**src/rtl/core/lsm_pkg.sv**
```systemverilog
// ----------------------------------------------------------------------------
// lsm_pkg
// Types, constants and codes shared by the latency statistics block.
// ----------------------------------------------------------------------------
package lsm_pkg;

    localparam int LSM_WINDOW_DEPTH = 1024;
    localparam int LSM_NUM_BOUNDS   = 6;
    localparam int MAX_BOUNDS       = 6;
    localparam int RTT_W            = 23;
    localparam int CNT_W            = 32;
    localparam int SUM_W            = 64;
    localparam int LOSS_W           = 17;
    localparam int CFG_IDX_W        = 3;
    localparam int FRAC_W           = 16;

    localparam logic [RTT_W-1:0] BOUND_RST [MAX_BOUNDS] = '{
        23'd10000, 23'd20000, 23'd50000, 23'd100000, 23'd200000, 23'd500000
    };

    localparam logic KIND_SUMMARY = 1'b0;
    localparam logic KIND_BUCKET  = 1'b1;

    typedef enum logic [1:0] {
        OP_SAMPLE   = 2'd0,
        OP_SNAPSHOT = 2'd1,
        OP_CLEAR    = 2'd2,
        OP_NONE     = 2'd3
    } t_op;

    typedef enum logic [3:0] {
        S_IDLE,
        S_MEAN_GO,
        S_MEAN_WAIT,
        S_LOSS_GO,
        S_LOSS_WAIT,
        S_MED_GO,
        S_MED_WAIT,
        S_EMIT
    } t_state;

    // window control from the sequencer
    typedef struct packed {
        logic wr_en;
        logic clr;
        logic start;
    } t_win_ctl;

endpackage

```
**src/rtl/core/lsm_div.sv**
```systemverilog
// ----------------------------------------------------------------------------
// lsm_div
// Restoring divider, one quotient bit per cycle.
// ----------------------------------------------------------------------------
module lsm_div
    import lsm_pkg::*;
(
    input  logic             i_clk,
    input  logic             i_rst_n,
    input  logic             i_start,
    input  logic [SUM_W-1:0] i_dividend,
    input  logic [CNT_W-1:0] i_divisor,
    output logic             o_done,
    output logic [SUM_W-1:0] o_quot
);

    localparam int CW = $clog2(SUM_W + 1);

    logic [CW-1:0]    r_cnt;
    logic             r_busy;
    logic             r_done;
    logic [CNT_W:0]   r_rem;
    logic [SUM_W-1:0] r_quot;
    logic [CNT_W-1:0] r_dvsr;
    logic [CNT_W:0]   w_sh;
    logic             w_ge;

    assign w_sh = {r_rem[CNT_W-1:0], r_quot[SUM_W-1]};
    assign w_ge = (w_sh >= {1'b0, r_dvsr});

    always_ff @(posedge i_clk) begin
        if (!i_rst_n) begin
            r_busy <= 1'b0;
            r_done <= 1'b0;
            r_cnt  <= '0;
        end else begin
            r_done <= 1'b0;
            if (i_start) begin
                r_busy <= 1'b1;
                r_cnt  <= CW'(SUM_W);
                r_rem  <= '0;
                r_quot <= i_dividend;
                r_dvsr <= i_divisor;
            end else if (r_busy) begin
                r_rem  <= w_ge ? (w_sh - {1'b0, r_dvsr}) : w_sh;
                r_quot <= {r_quot[SUM_W-2:0], w_ge};
                r_cnt  <= r_cnt - 1'b1;
                if (r_cnt == CW'(1)) begin
                    r_busy <= 1'b0;
                    r_done <= 1'b1;
                end
            end
        end
    end

    assign o_done = r_done;
    assign o_quot = r_quot;

endmodule

```
**config.mk**
```make
export PLATFORM = sky130hd
export DESIGN_NAME = lsm_div
export DESIGN_NICKNAME = d
export VERILOG_FILES = /design/src/rtl/core/lsm_pkg.sv /design/src/rtl/core/lsm_div.sv
export SDC_FILE = /design/constraint.sdc
export NUM_CORES = 1
export LEC_CHECK = 0
export BUFFER_PORTS_ARGS = -buffer_cell sky130_fd_sc_hd__buf_2
export CAP_MARGIN = 25
export CORE_ASPECT_RATIO = 0.75
export CORE_UTILIZATION = 45
export CTS_CLUSTER_DIAMETER = 120
export DETAILED_ROUTE_END_ITERATION = 8
export HOLD_SLACK_MARGIN = 0.1
export PLACE_DENSITY = 0.68
export SYNTH_ARGS = -nofsm -noshare
export SYNTH_HDL_FRONTEND = slang
export SYNTH_SLANG_ARGS = --single-unit
export TNS_END_PERCENT = 50
```
**constraint.sdc**
```tcl
create_clock -name i_clk -period 5.3 [get_ports i_clk]
set_input_delay 1.06 -clock i_clk [delete_from_list [all_inputs] [get_ports i_clk]]
set_output_delay 1.06 -clock i_clk [all_outputs]
set_load 0.05 [all_outputs]
```
### After elaboration in Yosys (flattened, before gate mapping)

Cells that the tools add are included.
Widths: inputs -> output; s select.

* add/subtract/negate cells: 2
* $lt $le $gt $ge: 1
* eq/ne operators: 1
* muxes and demuxes: 10
* bitwise operators: 2
* reduce and logical (&&, ||, !) cells: 5

Operators by type and width (count)
* $mux 64: 2
* $mux 32: 2
* $ge 33x32->1: 1
* $sub 32x32->32: 1
* $mux 7: 2
* $eq 7x1->1 const B: 1
* $sub 7x1->7 const B: 1
* $mux 1: 4
* $reduce_and 2->1: 2
* $reduce_or 3->1: 1
* $not 1->1: 2
* $reduce_bool 2->1: 1
* $reduce_or 2->1: 1

* flip-flop bits (word level): 137
* input bits: 99
* output and inout bits: 65
* logic and storage cells: 28

### Depth between registers and ports, before layout

Gate-level depths: netlist of the first run.

* depth in word-level cells: 4
* mapped depth: 13

### Worst setup path before layout of the first run

Ideal clock, no wire load.

* kind: input to register
* start: input i_start
* end: register r_quot[0], in the netlist o_quot[0], enable pin
* setup time: 0.463 ns
* arrival time: 3.790 ns
* setup slack: 1.047 ns
* stages on the path: 3
* cell sequence: clkbuf_1 -> clkbuf_1 -> o21a_1

* cells in the longest elaborated chain, start to end: 2

Ends and longest elaborated chain
* from (decl): RTL line lsm_div.sv:10 `input logic i_start,`
* $reduce_bool 2->1 (no line)
* $reduce_and 2->1 (no line)
* to (signal assigned): RTL line lsm_div.sv:42 `r_quot <= i_dividend;`
* to (signal assigned): RTL line lsm_div.sv:46 `r_quot <= {r_quot[SUM_W-2:0], w_ge};`
* to (decl): RTL line lsm_div.sv:23 `logic [SUM_W-1:0] r_quot;`

No other way between the ends.
A chain may end at the register's enable or synchronous reset.

### Worst setup path after layout of the first run

* start: register r_rem[7]
* end: register r_rem[30], data pin

* cells in the longest elaborated chain, start to end: 3

Ends and longest elaborated chain
* from (decl): RTL line lsm_div.sv:22 `logic [CNT_W:0] r_rem;`
* from (signal assigned): RTL line lsm_div.sv:45 `r_rem <= w_ge ? (w_sh - {1'b0, r_dvsr}) : w_sh;`
* $sub 32x32->32 or $ge 33x32->1 (tied branches): RTL line lsm_div.sv:45, lsm_div.sv:29
* $mux 32 (*): RTL line lsm_div.sv:45
* $mux 32 (*): RTL line lsm_div.sv:44 `end else if (r_busy) begin`

Mark *: on every way between the ends. The rest lies on a longest branch, timed or not. The select of a mux whose other input is x is not followed.

==> results.toml, run 1 <==
[outcome]
status = "complete, no violations"

[pwr]
p_leak_nw = 3.718
p_comb_share_pct = 25.8
power_frac_seq_pct = 39.2
switching_share_pct = 31.11
cellPowerDensity_mw_per_mm2 = 378.9
vdd.ir_drop.worst_v = 0.0002873
internal_power_mw = 2.366
p_switching_mw = 1.068
totalPowerFinal_mw = 3.435
power_frac_clock_pct = 35.0

[routing]
routed_via_density = 5.375
final_antenna_net_count = 0
drt_pass1_iterations = 4
via_count = 5493
detail_route.wl_per_cell_um = 16.42
drt_iter0_drc = 373
drc = 0
wirelength_um = 16780

[min_path]
hold_path_depth = 2
hp-class = "reg -> reg"
hold_start = "r_cnt[1]$_SDFFE_PP0P_"
worstHoldEndpoint = "r_cnt[1]$_SDFFE_PP0P_"

[sta]
hold_viol_final = 0
tightest_slew_ns = 0.7370
clock_skew_ns = 0.008221
rsz0062_at_grt = "false"
period_share_pct = 62.93
period_needed_ns = 3.335
max-slew-margin-rel_pct = 50.87
report.final.slew_viol_count = 0
fmax_ghz = 0.2998
setup_viol = 0
fin_setup_tns_ns = 0

[setup_path]
worstSetupPathType = "reg -> reg"
rr_worst_depth = 10
arrival_ns = 3.50
rrSetupSlack_ns = 1.96
end_kind = "flop"
cp_top_family = "compound AO/OA/AOI/OAI gates"
critPathBufInv = 1
worstPathMaxFanout = 16
timing.rr.start = "r_rem[7]$_SDFFCE_PP0P_"
critPathLaunchType = "flop"
cp_slowest_cell = "or2_1"
worstPathCellList = "ha_1 > a21oi_1 > o21ai_0 > a22o_2 > a211o_2 > a211oi_2 > or2_1 > buf_8 > a2111oi_0 > a32o_1"
r2r_end = "r_rem[30]$_SDFFCE_PP0P_"
crit_required_ns = 5.47
slowest_delay_ns = 0.46

[cts]
clock-sinks = 137
clockRootBuffer = "clkbuf_16"
clk_pin_slew_ns = 0.06
cts_made_buffers = 17
cts-hold-fix-buffers = 0
cts_tree = "yes"
post_cts_buffers = 0
h-tree-depth = 4
clk_latency_ns = 0.42
ctsResizeCount = 0
clockBufferDepth = 2

[floorplan]
rows = 40
coreArea_mm2 = 0.01607
fp.dieH_um = 113.1
start_util_pct = 46.11
io_pins = 164
die_area_mm2 = 0.01698
chipWidth_um = 150.1

[logic_synthesis]
syn-instance-count = 634
yosys-mux-area-fraction_pct = 9.865
synth-edff-count = 128
synthFlopType = "edfxtp_1"
syn_nets = 768
synth-compound-area-share_pct = 12.80
synth-xor-area-share_pct = 2.956
syn_avg_cell_area_um2 = 11.68
seq_area_frac_synth_pct = 54.32
syn_area_mm2 = 0.007407
synth_seq_cells = 137
synth_top_family_by_area = "compound AO/OA/AOI/OAI gates"
synth.distinct_cells = 61
synthArstFlopShare_pct = 0
synth-simple-area-share_pct = 10.24
ys_warn_count = 0
synth_fa_ha_area_share_pct = 6.014

[job]
cap_violations = 0

[finish]
seq_area_mm2 = 0.004024
multi_input_area_mm2 = 0.003112
drive_above_1_share_pct = 34.11
nNetsFinal = 933
area_delta_synth_final_pct = 22.38
num_antenna_cells = 0
n_fill_cell = 1365
instances_no_fill = 1022

[place]
portBuffers = 163
hpwl_um = 11980
dp_cells = 988
place.gp.congestion = 0.8780

[global_route]
grt_max_degree = 75
overflow = 0
grt_pass1_wl_um = 26740
grt_pass1_vias = 5298
grtUsageTotal_pct = 20.39
antenna_found_initial = 0
[area by class of cell]
type	count	area share, %
clock inverter	15	1.919
clock buffer	17	4.693
inverter	47	1.946
multi-input combinational	427	34.33
timing repair buffer	169	9.827
tap	210	2.899
sequential	137	44.39
[worst max-delay path by stage]
stage	endpoint	start	cells after the start	slack, ns
6_report	r_rem[30]$_SDFFCE_PP0P_	r_rem[7]$_SDFFCE_PP0P_	10	1.96
5_1_grt	r_rem[30]$_SDFFCE_PP0P_	r_rem[23]$_SDFFCE_PP0P_	10	1.72
4_1_cts	r_rem[30]$_SDFFCE_PP0P_	r_rem[7]$_SDFFCE_PP0P_	9	1.73
3_5_place_dp	r_rem[30]$_SDFFCE_PP0P_	r_rem[7]$_SDFFCE_PP0P_	9	1.71
3_3_place_gp	r_rem[30]$_SDFFCE_PP0P_	r_rem[7]$_SDFFCE_PP0P_	9	1.86
2_1_floorplan	o_quot[0]$_DFFE_PP_	i_start	3	1.05
[layout by cell type (no fill, tap or decap), types with 3 or more instances in the layout]
cell type	n
buf_4	5
o311a_1	3
a211oi_1	11
a211oi_2	3
a21oi_1	52
o21bai_1	3
nand4_1	5
edfxtp_1	128
dfxtp_1	9
o311ai_1	3
inv_6	3
bufinv_16	3
a21o_1	10
clkinvlp_4	3
inv_1	47
nor2b_1	3
o2111ai_1	3
o21ai_0	18
ha_1	34
clkbuf_16	17
nor3_1	8
nand3_1	13
xor2_1	6
o21a_1	6
mux2_2	64
o31ai_1	5
xnor2_1	19
or4_1	3
nand2b_1	5
nor2_1	37
and2_1	3
buf_2	162
nand2_1	69
[cell usage after synthesis (5+ instances only)]
library cell	n	area [um2]
ha_1	34	425.4
a211oi_1	11	82.58
inv_1	47	176.4
o21ai_0	18	90.09
dfxtp_1	9	180.2
nand4_1	5	31.28
buf_2	9	45.04
nand2b_1	5	31.28
nand3_1	13	65.06
nor2_1	38	142.6
a21o_1	10	75.07
mux2_2	64	720.7
o31ai_1	5	37.54
xnor2_1	19	166.4
nand2_1	69	259.0
xor2_1	6	52.55
clkbuf_1	12	45.04
edfxtp_1	128	3844
a21oi_1	52	260.3
o21a_1	7	52.55
nor3_1	8	40.04
[kinds of logic (layout without fill, tap and decap cells)]
kind of cell,count (synthesis),after routing
mux,65,65
fa+ha+maj,35,35
flops,137,137
buf+inv,70,248
xor+xnor,25,25
compound gates,140,140
simple gates,162,162
[metrics by stage]
step	utilization (%)	worst slack, ns	hold WS, ns	area, um2
4_1_cts	56.16	1.726	0.5208	9022
3_5_place_dp	52.43	1.711	0.5114	8423
6_report	56.43	1.965	0.5310	9065
5_1_grt	56.43	1.718	0.5686	9065
3_3_place_gp	52.43	1.862	0.4799	8423
2_1_floorplan	-	1.047	0.4685	7407
[flip-flops by register name, indices dropped and copies added (netlist names)]
signal and cells:
r_busy 1, o_done 1, o_quot 64, r_cnt 7, r_rem 32, r_dvsr 32
[metal layers]
layer / part of all wire, % / vias to the layer above / GRT usage, % / wire [um]
li1: - / 2685 / - / -
met1: 48 / 2646 / 29.17 / 8073
met2: 46 / 145 / 30.77 / 7746
met3: 4.6 / 17 / 4.395 / 768
met4: 1.2 / 0 / 6.667 / 195
met5: 0 / - / 0 / 0
[power groups by stage]
stage,registers [mW],logic [mW],clock network [mW]
after floorplan,1.47,0.558,0
after global placement,1.36,0.849,0
after detailed placement,1.37,0.865,0
after CTS,1.35,0.871,1.23
after global routing,1.36,0.970,1.27
final,1.35,0.887,1.20
[tightest hold or removal path: cells and delay by family, from the launching register on]
family | cells | cell delay [ns]
AO/OA/AOI/OAI | 1 | 0.05
flip-flops | 1 | 0.33
AND/OR/NAND/NOR | 1 | 0.10
(Power assumes the default switching activity.)
==> run 2, diff against run 1 <==
==> constraint.sdc (replaced) <==
create_clock -name i_clk -period 3.35 [get_ports i_clk]
set_input_delay 0.67 -clock i_clk [delete_from_list [all_inputs] [get_ports i_clk]]
set_output_delay 0.67 -clock i_clk [all_outputs]
set_load 0.05 [all_outputs]
==> run 2 against run 1 <==
Worst hold slack lost 0.11 ns. Register-to-register slack got worse by 1.8 ns. Via count is 2.0% higher. Highest routed layer unchanged. Flip-flop and latch count stayed put. Fmax up 5.8%. Largest power group unchanged. Worst setup slack worse by 1.8 ns. Clock-buffer cell count unchanged. Final area up 0.54%.
==> results.toml, run 2 (synthesis results as in run 1) <==
[outcome]
status = "complete, no violations"

[setup_path]
rr_worst_depth = 10
worstPathCellList = "ha_1 > a21oi_1 > o21ai_0 > a22o_2 > a211o_2 > a211oi_2 > or2_1 > buf_4 > nand2_1 > a21oi_1"
crit_path_frequent_cell = "a21oi_1"
cp_slowest_cell = "ha_1"
arrival_ns = 3.41
worstSetupPathType = "reg -> reg"
crit_required_ns = 3.60
worstPathMaxFanout = 18
end_kind = "flop"
slowest_delay_ns = 0.40
critPathLaunchType = "flop"

[global_route]
grtUsageTotal_pct = 20.99
antenna_found_initial = 0
grt_pass1_wl_um = 27410
overflow = 0
grt_pass1_vias = 5484
grt_max_degree = 49

[cts]
clock-sinks = 137
clk_pin_slew_ns = 0.07
clk_latency_ns = 0.42
clockRootBuffer = "clkbuf_16"
post_cts_buffers = 0
ctsResizeCount = 0
clockBufferDepth = 2
cts_made_buffers = 17
h-tree-depth = 4
cts-hold-fix-buffers = 0
cts_tree = "yes"

[routing]
drt_pass1_iterations = 5
drt_iter0_drc = 402
final_antenna_net_count = 0
detail_route.wl_per_cell_um = 16.94
via_count = 5604
drc = 0
wirelength_um = 17450
routed_via_density = 5.441

[finish]
num_antenna_cells = 0
final_cell_mix = "162 x buf_2, 128 x edfxtp_1, 69 x nand2_1, 64 x mux2_2, 52 x a21oi_1"
final_common_cell = "buf_2"
largest_register_ffs = 64
instances_no_fill = 1030
nNetsFinal = 941
drive_above_1_share_pct = 35.00
area_delta_synth_final_pct = 23.04

[floorplan]
chipWidth_um = 150.1
start_util_pct = 46.11
rows = 40
die_area_mm2 = 0.01698
coreArea_mm2 = 0.01607
fp.dieH_um = 113.1
io_pins = 164

[sta]
setup_viol = 0
fmax_ghz = 0.3171
rsz0062_at_grt = "false"
max-slew-margin-rel_pct = 59.88
tightest_slew_ns = 0.6018
report.final.slew_viol_count = 0
period_needed_ns = 3.154
period_share_pct = 94.13
fin_setup_tns_ns = 0
clock_skew_ns = 0.01166
hold_viol_final = 0

[pwr]
vdd.ir_drop.worst_v = 0.0003206
p_leak_nw = 3.764
totalPowerFinal_mw = 5.447
cellPowerDensity_mw_per_mm2 = 597.7

[place]
dp_cells = 998
hpwl_um = 12770
place.gp.congestion = 0.9288
portBuffers = 163

[job]
cap_violations = 0

[min_path]
hp-class = "in -> reg"
hold_path_depth = 1
[run 2: power by group]
group,switching [mW],internal [mW],leakage (nW)
logic,0.906,0.528,2.17
clock network,0.773,1.11,0.294
registers,0.0705,2.06,1.30
total,1.75,3.70,3.76
[run 2: metrics by stage]
stage	setup WS (ns)	area, um2	utilization (%)	hold WS (ns)
global placement	0.3299	8523	53.05	0.4793
CTS	0.2295	9114	56.73	0.4089
detailed placement	0.2251	8523	53.05	0.5055
floorplan	0.1095	7408	-	0.4685
global route	0.01937	9114	56.73	0.4027
finish	0.1965	9114	56.73	0.4195
[run 2: final timing paths]
kind,slack (ns),endpoint,startpoint
hold reg to reg,0.52,r_cnt[1]$_SDFFE_PP0P_,r_cnt[1]$_SDFFE_PP0P_
hold / removal,0.42,r_dvsr[15]$_DFFE_PP_,i_divisor[15]
setup reg to reg,0.20,r_rem[19]$_SDFFCE_PP0P_,r_rem[7]$_SDFFCE_PP0P_
setup / recovery,0.20,r_rem[19]$_SDFFCE_PP0P_,r_rem[7]$_SDFFCE_PP0P_
[run 2: area by class of cell]
| type | count | area [um2] |
|---|---|---|
| fillers | 1356 | 6952 |
| clock buffers | 17 | 425.4 |
| flip-flops and latches | 137 | 4024 |
| multi-input cells | 427 | 3112 |
| repair buffers | 177 | 948.4 |
| clock inverters | 15 | 165.2 |
| well taps | 210 | 262.8 |
| inverters | 47 | 176.4 |
[run 2: critical path, delay by kind of cell (launching register included)]
family / cells / cell delay, ns
compound gates: 6 / 1.47
simple gates: 2 / 0.41
fa+ha+maj: 1 / 0.40
flops: 1 / 0.39
buf+inv: 1 / 0.31
[run 2: per-layer routing]
metal  vias up  global-route usage [%]  wire (um)
li1       2707                       -          -
met1      2687                   29.63       8167
met2       188                   32.13       8079
met3        22                   4.274        946
met4         0                   7.205        256
met5         -                       0          0
==> run 3, diff against run 2 <==
--- a/config.mk
+++ b/config.mk
@@ -7,12 +7,13 @@
 export LEC_CHECK = 0
 export BUFFER_PORTS_ARGS = -buffer_cell sky130_fd_sc_hd__buf_2
 export CAP_MARGIN = 25
-export CORE_ASPECT_RATIO = 0.75
-export CORE_UTILIZATION = 45
+export CELL_PAD_IN_SITES_DETAIL_PLACEMENT = 2
+export CELL_PAD_IN_SITES_GLOBAL_PLACEMENT = 2
+export CORE_UTILIZATION = 36
 export CTS_CLUSTER_DIAMETER = 120
 export DETAILED_ROUTE_END_ITERATION = 8
 export HOLD_SLACK_MARGIN = 0.1
-export PLACE_DENSITY = 0.68
+export PLACE_DENSITY_LB_ADDON = 0.1
 export SYNTH_ARGS = -nofsm -noshare
 export SYNTH_HDL_FRONTEND = slang
 export SYNTH_SLANG_ARGS = --single-unit
==> run 3 against run 2 <==
Critical path depth rose by 1. Flip-flop and latch count unchanged. Worst hold slack got worse by 0.011 ns. Final area increased by 1.8%. Sequential share of layout area decreased by 0.80 points. Largest cell class unchanged.
==> results.toml, run 3 (synthesis results as in run 1) <==
[outcome]
status = "complete, no violations"

[floorplan]
die_area_mm2 = 0.02115
io_pins = 164
coreArea_mm2 = 0.02023
start_util_pct = 36.61
chipWidth_um = 145.4
rows = 52
fp.dieH_um = 145.4

[setup_path]
crit_required_ns = 3.51
worstPathMaxFanout = 5
arrival_ns = 3.36
rrSetupSlack_ns = 0.16
worstSetupPathType = "reg -> reg"
critPathLaunchType = "flop"
end_kind = "flop"

[global_route]
grt_pass1_wl_um = 35800
antenna_found_initial = 3
grt_pass1_vias = 6667
grtUsageTotal_pct = 21.98
grt_max_degree = 80
overflow = 0

[pwr]
p_switching_mw = 1.915
power_frac_seq_pct = 37.6
cellPowerDensity_mw_per_mm2 = 611.8
power_frac_clock_pct = 35.2
totalPowerFinal_mw = 5.678
p_leak_nw = 3.803
switching_share_pct = 33.72
internal_power_mw = 3.764
p_comb_share_pct = 27.2
vdd.ir_drop.worst_v = 0.0003298

[cts]
cts_made_buffers = 17
cts_tree = "yes"
cts-hold-fix-buffers = 0
clk_pin_slew_ns = 0.07
post_cts_buffers = 0
clk_latency_ns = 0.43
ctsResizeCount = 0
h-tree-depth = 4
clockBufferDepth = 2
clock-sinks = 137
clockRootBuffer = "clkbuf_16"

[finish]
largest_register_ffs = 64
num_antenna_cells = 0
final_cell_mix = "162 x buf_2, 128 x edfxtp_1, 69 x nand2_1, 64 x mux2_2, 52 x a21oi_1"
drive_above_1_share_pct = 35.55
n_fill_cell = 2102
nNetsFinal = 948
area_delta_synth_final_pct = 25.30
final_common_cell = "buf_2"

[routing]
detail_route.wl_per_cell_um = 20.44
final_antenna_net_count = 0
routed_via_density = 5.273
drc = 0
wirelength_um = 22420
drt_iter0_drc = 204
via_count = 5785
drt_pass1_iterations = 4

[sta]
hold_viol_final = 0
rsz0062_at_grt = "false"
tightest_slew_ns = 0.5733
fmax_ghz = 0.3132
hold_slack_ns = 0.4084
max-slew-margin-rel_pct = 60.79
fin_setup_tns_ns = 0
setup_viol = 0
period_needed_ns = 3.192
clock_skew_ns = 0.01143
period_share_pct = 95.29
report.final.slew_viol_count = 0

[job]
cap_violations = 0

[place]
place.gp.congestion = 0.8421
hpwl_um = 16360
portBuffers = 163

[min_path]
hp-class = "in -> reg"
run 3: per-stage QoR:
step	instances	cell area (um2)	utilization, %	setup slack, ns
3_5_place_dp	1065	8663	42.81	0.1515
2_1_floorplan	634	7408	-	0.1095
6_report	1097	9281	45.87	0.1576
5_1_grt	1097	9281	45.87	0.03357
3_3_place_gp	1065	8663	42.81	0.1466
4_1_cts	1097	9273	45.83	0.02388
run 3: routing by layer:
metal	share of wire, %	global-route usage [%]	vias up	wire, um
li1	-	-	2716	-
met1	40	23.99	2881	8869
met2	52	39.74	159	11670
met3	7.1	7.743	25	1592
met4	1.2	6.895	4	267
met5	0.12	0	-	26
run 3: final timing paths:
check                              from                       to  cells after the start
setup / recovery   o_quot[63]$_DFFE_PP_  r_rem[24]$_SDFFCE_PP0P_                     11
hold / removal             i_divisor[3]      r_dvsr[3]$_DFFE_PP_                      1
setup reg to reg   o_quot[63]$_DFFE_PP_  r_rem[24]$_SDFFCE_PP0P_                     11
hold reg to reg   r_cnt[1]$_SDFFE_PP0P_    r_cnt[1]$_SDFFE_PP0P_                      2
run 3: layout make-up:
cell class | count | area, um2 | area share [%]
Clock inverter | 15 | 183.9 | 1.982
Tap cell | 270 | 337.8 | 3.640
Clock buffer | 17 | 425.4 | 4.583
Multi-Input combinational cell | 427 | 3120 | 33.62
Inverter | 47 | 176.4 | 1.901
Sequential cell | 137 | 4024 | 43.35
Timing Repair Buffer | 184 | 1013 | 10.92
run 3: power by group through the flow:
stage	Clock, mW	Combinational, mW	Sequential, mW
floorplan	0	0.883	2.33
global route	2.12	1.69	2.15
detailed placement	0	1.54	2.17
finish	2.00	1.54	2.14
CTS	2.05	1.56	2.14
global placement	0	1.48	2.16
run 3: critical path: stages, from the launching register on:
cell      delay [ns]
edfxtp_1        0.37
inv_1           0.06
ha_1            0.22
fa_1            0.39
nand2b_1        0.20
a21oi_1         0.24
nor4_2          0.12
o311a_1         0.39
o311a_1         0.34
or4_1           0.40
nand4_1         0.11
a21oi_1         0.07
